--- config.mk ---
export PLATFORM = sky130hd
export DESIGN_NAME = i2c_eeprom_byte_master
export DESIGN_NICKNAME = d
export VERILOG_FILES = /design/src/rtl/i2cebm_pkg.sv /design/src/rtl/i2c_eeprom_byte_master.sv
export SDC_FILE = /design/constraint.sdc
export NUM_CORES = 1
export LEC_CHECK = 0
export BUFFER_PORTS_ARGS = -buffer_cell sky130_fd_sc_hd__buf_4
export CORE_ASPECT_RATIO = 1.75
export CORE_UTILIZATION = 40
export CTS_CLUSTER_DIAMETER = 30
export DETAILED_ROUTE_END_ITERATION = 8
export GPL_TIMING_DRIVEN = 1
export SLEW_MARGIN = 25
export SYNTH_ARGS = -nofsm -noshare
export SYNTH_HDL_FRONTEND = slang
export SYNTH_SLANG_ARGS = --single-unit
--- constraint.sdc ---
create_clock -name i_clk -period 3.2 [get_ports i_clk]
set_clock_uncertainty 0.2 [all_clocks]
set_input_delay 0.96 -clock i_clk [delete_from_list [all_inputs] [get_ports i_clk]]
set_output_delay 0.96 -clock i_clk [all_outputs]
set_load 0.02 [all_outputs]
--- src/rtl/i2cebm_pkg.sv ---
// Package: shared types and constants for the I2C memory byte master.
`default_nettype none
package i2cebm_pkg;

    localparam int unsigned BYTE_W   = 8;
    localparam int unsigned DEV_W    = 7;
    localparam int unsigned BITCNT_W = 4;

    // Acknowledge poll limit in ticks of high SDA
    localparam logic [BYTE_W-1:0] ACK_WAIT = 8'd255;
    localparam logic [DEV_W-1:0]  DEV_ADDR_RST = 7'd80;
    localparam logic [BITCNT_W-1:0] BITS_PER_BYTE = 4'd8;

    typedef enum logic [4:0] {
        PH_IDLE     = 5'd0,
        PH_START_A  = 5'd1,
        PH_START_B  = 5'd2,
        PH_START_C  = 5'd3,
        PH_W_LOW    = 5'd4,
        PH_W_DATA   = 5'd5,
        PH_W_HIGH   = 5'd6,
        PH_W_TLOW   = 5'd7,
        PH_W_TREL   = 5'd8,
        PH_ACK_HIGH = 5'd9,
        PH_ACK_POLL = 5'd10,
        PH_R_LOW    = 5'd11,
        PH_R_REL    = 5'd12,
        PH_R_HIGH   = 5'd13,
        PH_R_FALL   = 5'd14,
        PH_STOP_A   = 5'd15,
        PH_STOP_B   = 5'd16,
        PH_STOP_C   = 5'd17
    } t_phase;

    // Which byte of the transaction is on the wire
    typedef enum logic [1:0] {
        STG_CTRL_W = 2'd0,
        STG_ADDR   = 2'd1,
        STG_DATA   = 2'd2,
        STG_CTRL_R = 2'd3
    } t_stage;

    localparam logic OP_WRITE = 1'b0;
    localparam logic OP_READ  = 1'b1;

endpackage : i2cebm_pkg
`default_nettype wire

--- src/rtl/i2c_eeprom_byte_master.sv ---
// Top level: bit-level I2C master doing one byte write or one random byte read per command.
// An accepted tick beat's result is in the output register in the next cycle.
// Throughput: one tick beat per cycle when o_ready is high; the phase sequencer updates
// once per accepted beat. A held result beat taken the same cycle does not block input.
// Reset (i_rst_n low, synchronous): phase idle, both lines released high, received byte
// cleared, device address back to its default, output register empty.
`default_nettype none
module i2c_eeprom_byte_master
    import i2cebm_pkg::*;
(
    input  wire logic                i_clk,
    input  wire logic                i_rst_n,
    // configuration
    input  wire logic                i_cfg_we,
    input  wire logic [DEV_W-1:0]    i_cfg_data,
    // tick input channel
    input  wire logic                i_valid,
    output      logic                o_ready,
    input  wire logic                i_cmd_valid,
    input  wire logic                i_opcode,
    input  wire logic [BYTE_W-1:0]   i_mem_address,
    input  wire logic [BYTE_W-1:0]   i_write_data,
    input  wire logic                i_sda_in,
    // result channel
    output      logic                o_valid,
    input  wire logic                i_ready,
    output      logic                o_scl_level,
    output      logic                o_sda_level,
    output      logic                o_busy_res,
    output      logic                o_done_res,
    output      logic [BYTE_W-1:0]   o_read_data
);

    // ---------------------------------------------------------------
    // State
    // ---------------------------------------------------------------
    t_phase              r_phase,    n_phase;
    t_stage              r_stage,    n_stage;
    logic [BITCNT_W-1:0] r_bit_cnt,  n_bit_cnt;
    logic [BYTE_W-1:0]   r_shift,    n_shift;
    logic [BYTE_W-1:0]   r_ack_cnt,  n_ack_cnt;
    logic                r_is_read,  n_is_read;
    logic [BYTE_W-1:0]   r_held_addr, n_held_addr;
    logic [BYTE_W-1:0]   r_held_data, n_held_data;
    logic [BYTE_W-1:0]   r_rx_byte,  n_rx_byte;
    logic                r_scl,      n_scl;
    logic                r_sda,      n_sda;
    logic [DEV_W-1:0]    r_dev_addr;

    // result register
    logic                r_out_valid;
    logic                r_res_scl;
    logic                r_res_sda;
    logic                r_res_busy;
    logic                r_res_done;
    logic [BYTE_W-1:0]   r_res_rx;

    logic                n_busy;
    logic                n_done;

    logic                accept;
    logic                ack_end;
    logic                byte_end;
    logic [BITCNT_W-1:0] bit_inc;
    logic [BYTE_W-1:0]   ctrl_byte;

    // Output register frees up whenever it is empty or being drained this cycle.
    assign o_ready = !r_out_valid || i_ready;
    assign accept  = i_valid && o_ready;

    assign bit_inc  = r_bit_cnt + 4'd1;
    assign byte_end = (bit_inc >= BITS_PER_BYTE);

    // Ack poll ends on a low SDA sample or when the high-sample budget runs out.
    assign ack_end = !(i_sda_in && (r_ack_cnt < ACK_WAIT));

    // Control byte: device address with R/W bit; read only on the second start.
    assign ctrl_byte = {r_dev_addr, (r_stage == STG_CTRL_R)};

    // ---------------------------------------------------------------
    // Next phase / stage
    // ---------------------------------------------------------------
    always_comb begin
        n_phase = r_phase;
        n_stage = r_stage;
        unique case (r_phase)
            PH_IDLE: begin
                if (i_cmd_valid) begin
                    // Lines already released: go straight to raising SCL
                    n_phase = PH_START_B;
                    n_stage = STG_CTRL_W;
                end
            end
            PH_START_A:  n_phase = PH_START_B;
            PH_START_B:  n_phase = PH_START_C;
            PH_START_C:  n_phase = PH_W_LOW;
            PH_W_LOW:    n_phase = PH_W_DATA;
            PH_W_DATA:   n_phase = PH_W_HIGH;
            PH_W_HIGH:   n_phase = byte_end ? PH_W_TLOW : PH_W_LOW;
            PH_W_TLOW:   n_phase = PH_W_TREL;
            PH_W_TREL:   n_phase = PH_ACK_HIGH;
            PH_ACK_HIGH: n_phase = PH_ACK_POLL;
            PH_ACK_POLL: begin
                if (ack_end) begin
                    unique case (r_stage)
                        STG_CTRL_W: begin
                            n_stage = STG_ADDR;
                            n_phase = PH_W_LOW;
                        end
                        STG_ADDR: begin
                            if (r_is_read) begin
                                // random read: repeated start then read control byte
                                n_stage = STG_CTRL_R;
                                n_phase = PH_START_A;
                            end else begin
                                n_stage = STG_DATA;
                                n_phase = PH_W_LOW;
                            end
                        end
                        STG_CTRL_R: n_phase = PH_R_LOW;
                        STG_DATA:   n_phase = PH_STOP_A;
                    endcase
                end
            end
            PH_R_LOW:    n_phase = PH_R_REL;
            PH_R_REL:    n_phase = PH_R_HIGH;
            PH_R_HIGH:   n_phase = PH_R_FALL;
            PH_R_FALL:   n_phase = byte_end ? PH_STOP_A : PH_R_HIGH;
            PH_STOP_A:   n_phase = PH_STOP_B;
            PH_STOP_B:   n_phase = PH_STOP_C;
            PH_STOP_C:   n_phase = PH_IDLE;
            default:     n_phase = PH_IDLE;
        endcase
    end

    // ---------------------------------------------------------------
    // Line levels, shifter, counters and result flags
    // ---------------------------------------------------------------
    always_comb begin
        n_bit_cnt   = r_bit_cnt;
        n_shift     = r_shift;
        n_ack_cnt   = r_ack_cnt;
        n_is_read   = r_is_read;
        n_held_addr = r_held_addr;
        n_held_data = r_held_data;
        n_rx_byte   = r_rx_byte;
        n_scl       = r_scl;
        n_sda       = r_sda;
        n_busy      = (r_phase != PH_IDLE);
        n_done      = 1'b0;
        unique case (r_phase)
            PH_IDLE: begin
                if (i_cmd_valid) begin
                    n_busy      = 1'b1;
                    n_is_read   = (i_opcode == OP_READ);
                    n_held_addr = i_mem_address;
                    n_held_data = i_write_data;
                    n_sda       = 1'b1;
                end
            end
            PH_START_A: n_sda = 1'b1;
            PH_START_B: n_scl = 1'b1;
            PH_START_C: begin
                // SDA falls with SCL high: (repeated) start
                n_sda     = 1'b0;
                n_shift   = ctrl_byte;
                n_bit_cnt = '0;
            end
            PH_W_LOW: n_scl = 1'b0;
            PH_W_DATA: begin
                n_sda   = r_shift[BYTE_W-1];
                n_shift = {r_shift[BYTE_W-2:0], 1'b0};
            end
            PH_W_HIGH: begin
                n_scl     = 1'b1;
                n_bit_cnt = byte_end ? '0 : bit_inc;
            end
            PH_W_TLOW: n_scl = 1'b0;
            PH_W_TREL: n_sda = 1'b1;
            PH_ACK_HIGH: begin
                n_scl     = 1'b1;
                n_ack_cnt = '0;
            end
            PH_ACK_POLL: begin
                if (!ack_end) begin
                    n_ack_cnt = r_ack_cnt + 8'd1;
                end else begin
                    n_scl = 1'b0;
                    unique case (r_stage)
                        STG_CTRL_W: begin
                            n_shift   = r_held_addr;
                            n_bit_cnt = '0;
                        end
                        STG_ADDR: begin
                            if (!r_is_read) begin
                                n_shift   = r_held_data;
                                n_bit_cnt = '0;
                            end
                        end
                        STG_CTRL_R: n_bit_cnt = '0;
                        STG_DATA:   ;
                    endcase
                end
            end
            PH_R_LOW: n_scl = 1'b0;
            PH_R_REL: begin
                n_sda     = 1'b1;
                n_bit_cnt = '0;
            end
            PH_R_HIGH: begin
                n_scl   = 1'b1;
                n_shift = {r_shift[BYTE_W-2:0], i_sda_in};
            end
            PH_R_FALL: begin
                n_scl = 1'b0;
                if (byte_end) begin
                    n_bit_cnt = '0;
                    n_rx_byte = r_shift;
                end else begin
                    n_bit_cnt = bit_inc;
                end
            end
            PH_STOP_A: n_sda = 1'b0;
            PH_STOP_B: n_scl = 1'b1;
            PH_STOP_C: begin
                // SDA rises with SCL high: stop
                n_sda  = 1'b1;
                n_done = 1'b1;
            end
            default: begin
                n_scl  = 1'b1;
                n_sda  = 1'b1;
                n_busy = 1'b0;
            end
        endcase
    end

    // ---------------------------------------------------------------
    // Registers
    // ---------------------------------------------------------------
    always_ff @(posedge i_clk) begin
        if (!i_rst_n) begin
            r_phase     <= PH_IDLE;
            r_stage     <= STG_CTRL_W;
            r_bit_cnt   <= '0;
            r_shift     <= '0;
            r_ack_cnt   <= '0;
            r_is_read   <= 1'b0;
            r_held_addr <= '0;
            r_held_data <= '0;
            r_rx_byte   <= '0;
            r_scl       <= 1'b1;
            r_sda       <= 1'b1;
        end else if (accept) begin
            r_phase     <= n_phase;
            r_stage     <= n_stage;
            r_bit_cnt   <= n_bit_cnt;
            r_shift     <= n_shift;
            r_ack_cnt   <= n_ack_cnt;
            r_is_read   <= n_is_read;
            r_held_addr <= n_held_addr;
            r_held_data <= n_held_data;
            r_rx_byte   <= n_rx_byte;
            r_scl       <= n_scl;
            r_sda       <= n_sda;
        end
    end

    always_ff @(posedge i_clk) begin
        if (!i_rst_n) begin
            r_dev_addr <= DEV_ADDR_RST;
        end else if (i_cfg_we) begin
            r_dev_addr <= i_cfg_data;
        end
    end

    always_ff @(posedge i_clk) begin
        if (!i_rst_n) begin
            r_out_valid <= 1'b0;
        end else if (accept) begin
            r_out_valid <= 1'b1;
        end else if (i_ready) begin
            r_out_valid <= 1'b0;
        end
    end

    // result payload, no reset needed
    always_ff @(posedge i_clk) begin
        if (accept) begin
            r_res_scl  <= n_scl;
            r_res_sda  <= n_sda;
            r_res_busy <= n_busy;
            r_res_done <= n_done;
            r_res_rx   <= n_rx_byte;
        end
    end

    assign o_valid     = r_out_valid;
    assign o_scl_level = r_res_scl;
    assign o_sda_level = r_res_sda;
    assign o_busy_res  = r_res_busy;
    assign o_done_res  = r_res_done;
    assign o_read_data = r_res_rx;

`ifndef SYNTHESIS
    // A stop-complete beat always belongs to a transaction.
    a_done_busy: assert property (@(posedge i_clk) disable iff (!i_rst_n)
        (r_out_valid && r_res_done) |-> r_res_busy)
        else $error("done beat without busy");

    // SCL is held high for the whole acknowledge poll.
    a_poll_scl_high: assert property (@(posedge i_clk) disable iff (!i_rst_n)
        (r_phase == PH_ACK_POLL) |-> r_scl)
        else $error("SCL low during ack poll");

    // The poll counter never passes its limit.
    a_ack_cnt_bound: assert property (@(posedge i_clk) disable iff (!i_rst_n)
        r_ack_cnt <= ACK_WAIT)
        else $error("ack wait counter overran");

    // A command taken while idle starts the start sequence at the SCL-high step.
    a_cmd_start: assert property (@(posedge i_clk) disable iff (!i_rst_n)
        (accept && (r_phase == PH_IDLE) && i_cmd_valid) |=> (r_phase == PH_START_B))
        else $error("command did not launch start condition");
`endif

endmodule : i2c_eeprom_byte_master
`default_nettype wire
==> results of run 1 <==
-- cell type report --
type                    instances  area, um^2  share of cell area [%]
multi-input cells             330        1980                    44.2
repair buffers                 55         413                    9.23
clock buffers                   9         225                    5.04
flip-flops and latches         74        1600                    35.8
clock inverters                 7        76.3                    1.71
well taps                     120         150                    3.36
inverters                       8        30.0                   0.672
-- worst max-delay path, cell delays in order --
cell,delay [ns]
buf_4,0.10
nand2b_1,0.18
buf_4,0.18
-- registers in the layout, indices dropped and copies added (netlist names), 2 cells and up --
| signal | cells |
|---|---|
| r_rx_byte | 8 |
| r_dev_addr | 7 |
| r_phase | 5 |
| o_read_data | 8 |
| r_held_addr | 8 |
| r_held_data | 8 |
| r_ack_cnt | 8 |
| r_stage | 2 |
| r_bit_cnt | 4 |
| r_shift | 8 |
-- how the worst max path moves through the flow --
stage,from,to,slack (ns),cells past startpoint
after detailed placement,i_ready,r_shift[4],0.51,6
after floorplan,i_ready,r_stage[1],0.45,7
after CTS,i_ready,o_ready,0.61,3
final,i_ready,o_ready,0.61,3
after global placement,i_ready,r_shift[7],0.58,6
after global routing,i_ready,o_ready,0.58,3
-- placed cells by master, fill, tap and decap left out, types with 4 or more instances in the layout --
cell and n:
nor3_1 8, nor2b_1 6, xnor2_1 6, nand2_1 91, buf_4 55, clkbuf_16 9, inv_1 8, a21oi_1 44
dfxtp_1 62, a311oi_1 5, nor2_1 34, mux2i_1 10, a211oi_1 5, nand2b_1 4, mux2_2 8, nand3_1 19
o21ai_0 19, edfxtp_1 12
-- logic make-up after synthesis --
group / count (synthesis) / synth area share, %
AOI/OAI and AO/OA: 114 / 21.2
xor gates and xnor gates: 7 / 1.64
adders and majority gates: 2 / 0.668
buffers and inverters: 37 / 4.44
DFF: 74 / 42.8
muxes: 18 / 5.08
and+or+nand+nor: 189 / 24.2
-- stage by stage --
stage | hold slack (ns) | setup WS [ns] | total power [W]
2_1_floorplan | 0.232 | 0.454 | 0.00113
3_3_place_gp | 0.241 | 0.576 | 0.00120
3_5_place_dp | 0.247 | 0.511 | 0.00120
4_1_cts | 0.256 | 0.607 | 0.00223
5_1_grt | 0.272 | 0.582 | 0.00228
6_report | 0.256 | 0.609 | 0.00220
-- power groups by stage --
stage,registers (W),clock network (W),logic [W]
floorplan,0.00102,0,0.000112
global placement,0.00101,0,0.000191
detailed placement,0.00101,0,0.000193
CTS,0.000991,0.00104,0.000193
global route,0.000994,0.00108,0.000213
finish,0.000991,0.00102,0.000193
-- layer usage --
layer	track usage, %	up-vias	part of all wire (%)
met5	0	-	0
met4	10.2	0	2.4
met3	3.40	17	4.3
met2	33.1	93	51
met1	25.6	1526	42
li1	-	1649	-
==> out/metrics.yaml, run 1 <==
ys_seq_elements: 74
floorplan.core_area_um2: 9090
drtIter0Drc: 213
power_switching_share_pct: 24.4
synth.cell_area_um2: 3740
maxClockFrequency_mhz: 386
setup_viol: 0
die_span_y_um: 130
post-cts-setup-buffer-count: 0
rows: 46
cp.required_ns: 2.04
holdPathStages: 2
floorplan.initialDensity_pct: 41.2
pwr-share-seq_pct: 45.0
criticalPathCategory: "input port to primary output"
timing.final.crit_share_pct: 81.0
fillers: 933
cts_hold_repair.buffers: 0
worstHoldStart: "r_held_data[7]"
detailed_routing_iterations_pass_1: 4
detailed_place_hpwl_mm: 6.53
final_layout_size_suffix_gt1_share_pct: 21.1
grt_setup_unrepaired: "false"
netSwitchingPower_w: 0.000538
yosysWarnings: 0
synth.top_cells.by_area: "dfxtp_1 (33%), edfxtp_1 (9.6%), nand2_1 (9.1%)"
placed_cell_areas_um2: 4170
clk_path_buf_depth: 2
power.density_cell_area_nw_per_um2: 493
grt_util_all_layers_pct: 20.3
placed_cells: 587
synthTopCellsByCount: "nand2_1 (91), dfxtp_1 (62), a21oi_1 (44), nor2_1 (34)"
first_global_vias: 3058
mappedNetlistNets: 474
cts_resized: 0
leakage_nw: 1.64
post-route-util_pct: 49.2
fin_cells: 603
seq_area_frac_synth_pct: 42.8
vias_per_cell: 5.45
grt-ovfl-total: 0
r2r_setup_slk_ns: 0.73
clk_transition_reported_paths_ns: 0.06
relSlewSlack_pct: 53.9
synth_enable_flop_cells: 12
layout.nets: 511
worst_r2r_path_depth: 5
drt_wl_total_mm: 9.09
worst_ir_drop_vdd_mv: 0.381
period_needed_ns: 2.59
critical_path.startpoint_type: "input port"
grt_first_pass_wirelength_mm: 15.0
drcViolationCount: 0
detailroute.via_count: 3285
syn_area_per_cell_um2: 8.49
post-synth-top-area-cell: "dfxtp_1"
tritoncts.num_buffers: 9
holdPathEnd: "r_held_data[7]"
timing.final.hold_violations: 0
hold_path_class: "flip-flop to flip-flop"
antenna_violating_nets_post_route: 0
clkSinkCount: 74
r2r-end: "o_read_data[4]"
root_buffer: "clkbuf_16"
share_of_synthesized_registers_carrying_an_async_set_or_reset_pct: 0
syn2layout_area_growth_pct: 19.5
top_ff_cell_synth: "dfxtp_1"
die_area_um2: 9770
worst_r2r_startpoint: "r_phase[2]"
grt_max_degree: 31
p_clk_share_pct: 46.3
io_pins: 45
port_buffers: 44
cts.htree.levels: 3
antenna_found_initial: 0
route.detailed.wl_per_inst_um: 15.1
worstSetupEndpointType: "primary output"
cts_tree: "yes"
cell_internal_pwr_w: 0.00167
finalWeightedCongestion: 0.910
post-synth-top-area-fraction_pct: 33.2
final_max_slew_viol_count: 0
netlist_instances: 441
worst_slew_pin_slew_ns: 0.689
outcome: "completed"
largest_fanout_on_the_critical_path: 4
n_antenna_cell: 0
setup_tns_ns: 0
die_width_um: 75.1
timing.critical_path.arrival_ns: 1.43
cap_violations: 0
clk-insertion-delay-late_ns: 0.34
combinational_power_share_pct: 8.8
synthMostInstantiatedCell: "nand2_1"
yosys.cell_types.count: 67
post_route_cell_area_um2: 4470
No activity file was read; power rests on OpenSTA's default activity.
==> inputs of run 2 (changes only) <==
==> constraint.sdc (replaced) <==
create_clock -name i_clk -period 2.09 [get_ports i_clk]
set_clock_uncertainty 0.2 [all_clocks]
set_input_delay 0.627 -clock i_clk [delete_from_list [all_inputs] [get_ports i_clk]]
set_output_delay 0.627 -clock i_clk [all_outputs]
set_load 0.02 [all_outputs]
==> run 2 against run 1 <==
The flow now finishes with violations (negative setup slack). Final cell count increased by 8.1%. Total power is 56% higher. Final area grew 12%. Register-to-register slack got worse by 0.74 ns. Clock power increased by 53%. Critical path depth up 4. Core utilization increased by 5.7 points. First-iteration DRC count decreased by 12%. Sequential share of layout area down 3.6 points. Worst setup slack got worse by 0.62 ns. Critical endpoint is now r_stage[1].
==> out/metrics.yaml, run 2 (synthesis gave the netlist of run 1 again) <==
outcome: "finished, violations left"
violations: "negative setup slack"
netSwitchingPower_w: 0.000846
route.detailed.wl_per_inst_um: 15.1
criticalPathCategory: "flip-flop to flip-flop"
combinational_power_share_pct: 10.5
floorplan.initialDensity_pct: 41.2
port_buffers: 44
cell_internal_pwr_w: 0.00259
worst_r2r_startpoint: "r_phase[3]"
placed_cells: 627
p_clk_share_pct: 45.4
power_switching_share_pct: 24.7
detailroute.via_count: 3501
layout.cells.most_common: "buf_4"
detailed_place_hpwl_mm: 7.30
post-route-util_pct: 54.8
r2r_setup_slk_ns: -0.01
detailed_routing_iterations_pass_1: 4
fin_cells: 652
rows: 46
vias_per_cell: 5.37
cp.required_ns: 2.12
worstSetupEndpointType: "flip-flop"
finalWeightedCongestion: 0.928
io_pins: 45
final_max_slew_viol_count: 0
floorplan.core_area_um2: 9090
first_global_vias: 3297
crit_path_end: "r_stage[1]"
most_frequent_cells_in_the_layout: "buf_4 (96), nand2_1 (90), dfxtp_1 (59), a21oi_1 (43), nor2_1 (34)"
maxClockFrequency_mhz: 475
worst_r2r_path_depth: 7
pre_cts_ws_ns: -0.0506
grt_util_all_layers_pct: 21.5
worst_slew_pin_slew_ns: 0.625
pwr-share-seq_pct: 44.0
grt-ovfl-total: 0
antenna_found_initial: 0
hold_path_class: "flip-flop to flip-flop"
critical_path.startpoint_type: "flip-flop"
final_layout_size_suffix_gt1_share_pct: 30.8
drt_wl_total_mm: 9.86
grt_max_degree: 31
timing.final.crit_share_pct: 101
die_area_um2: 9770
clk-insertion-delay-late_ns: 0.34
n_antenna_cell: 0
worst_ir_drop_vdd_mv: 0.439
layout.nets: 560
die_span_y_um: 130
drtIter0Drc: 187
clk_path_buf_depth: 2
grt_setup_unrepaired: "true"
drcViolationCount: 0
power.density_cell_area_nw_per_um2: 688
tritoncts.num_buffers: 9
cts_tree: "yes"
cap_violations: 0
r2r-end: "r_stage[1]"
largest_fanout_on_the_critical_path: 6
setup_viol: 1
root_buffer: "clkbuf_16"
antenna_violating_nets_post_route: 0
timing.final.hold_violations: 0
cts.htree.levels: 3
grt_first_pass_wirelength_mm: 15.7
leakage_nw: 1.91
worstSetupStartpoint: "r_phase[3]"
timing.critical_path.arrival_ns: 2.14
die_width_um: 75.1
clk_transition_reported_paths_ns: 0.06
syn2layout_area_growth_pct: 33.2
clkSinkCount: 74
period_needed_ns: 2.10
relSlewSlack_pct: 57.2
setup_ws_ns: -0.0150
finalPower_w: 0.00343
run 2: cell count changes in the layout (fill, tap and decap cells not counted), sizes merged:
cell / change
buf: +49
inv: -2
clkinv: +1
clkinvlp: +1
run 2: worst min path at each step:
stage | from | to | slack, ns | cells past startpoint
after floorplan | r_rx_byte[0] | r_rx_byte[0] | 0.23 | 2
after global placement | r_rx_byte[3] | r_rx_byte[3] | 0.24 | 2
after detailed placement | r_held_data[7] | r_held_data[7] | 0.25 | 2
after CTS | r_held_data[7] | r_held_data[7] | 0.26 | 2
after global routing | r_held_data[2] | r_held_data[2] | 0.27 | 2
final | r_held_data[3] | r_held_data[3] | 0.25 | 2
run 2: critical path, cell delays in order (launching register included):
cell	delay (ns)
dfxtp_4	0.36
buf_6	0.13
or4_4	0.57
nor3_4	0.27
buf_6	0.14
nor3_4	0.04
a32oi_1	0.23
nor2_1	0.06
run 2: metal layers:
metal | wire length, um | track usage [%] | up-vias
met1 | 4060 | 24.5 | 1634
met5 | 0 | 0 | -
met4 | 405 | 13.5 | 0
li1 | - | - | 1750
met2 | 5060 | 36.8 | 89
met3 | 341 | 3.17 | 28
run 2: final cells by class:
class	count	area, um^2
Clock buffer	9	225
Clock inverter	7	75.1
Fill cell	903	4110
Inverter	8	33.8
Multi-Input combinational cell	330	2050
Sequential cell	74	1610
Tap cell	120	150
Timing Repair Buffer	104	846
run 2: power by group through the flow:
stage | clock [W] | sequential [W] | combinational, W
2_1_floorplan | 0 | 0.00156 | 0.000179
3_3_place_gp | 0 | 0.00154 | 0.000340
5_1_grt | 0.00164 | 0.00152 | 0.000393
3_5_place_dp | 0 | 0.00154 | 0.000342
4_1_cts | 0.00159 | 0.00151 | 0.000346
6_report | 0.00156 | 0.00151 | 0.000362
run 2: metrics by stage:
| stage | cell area [um^2] | hold slack [ns] | setup TNS, ns |
|---|---|---|---|
| floorplan | 3780 | 0.232 | -0.00938 |
| global placement | 4540 | 0.241 | -0.0633 |
| detailed placement | 4540 | 0.247 | -0.0764 |
| CTS | 4860 | 0.255 | 0 |
| global route | 4990 | 0.272 | -0.0891 |
| finish | 4990 | 0.254 | -0.0150 |
run 2: what timing repair did:
| item | 4_1_cts | 5_1_grt |
|---|---|---|
| cloned | 0 | 0 |
| resized for setup | 2 | 16 |
| setup endpoints to repair | 4 | 23 |
| pin swaps | 0 | 11 |
| buffers inserted | 0 | 9 |
| hold buffers | 0 | 0 |
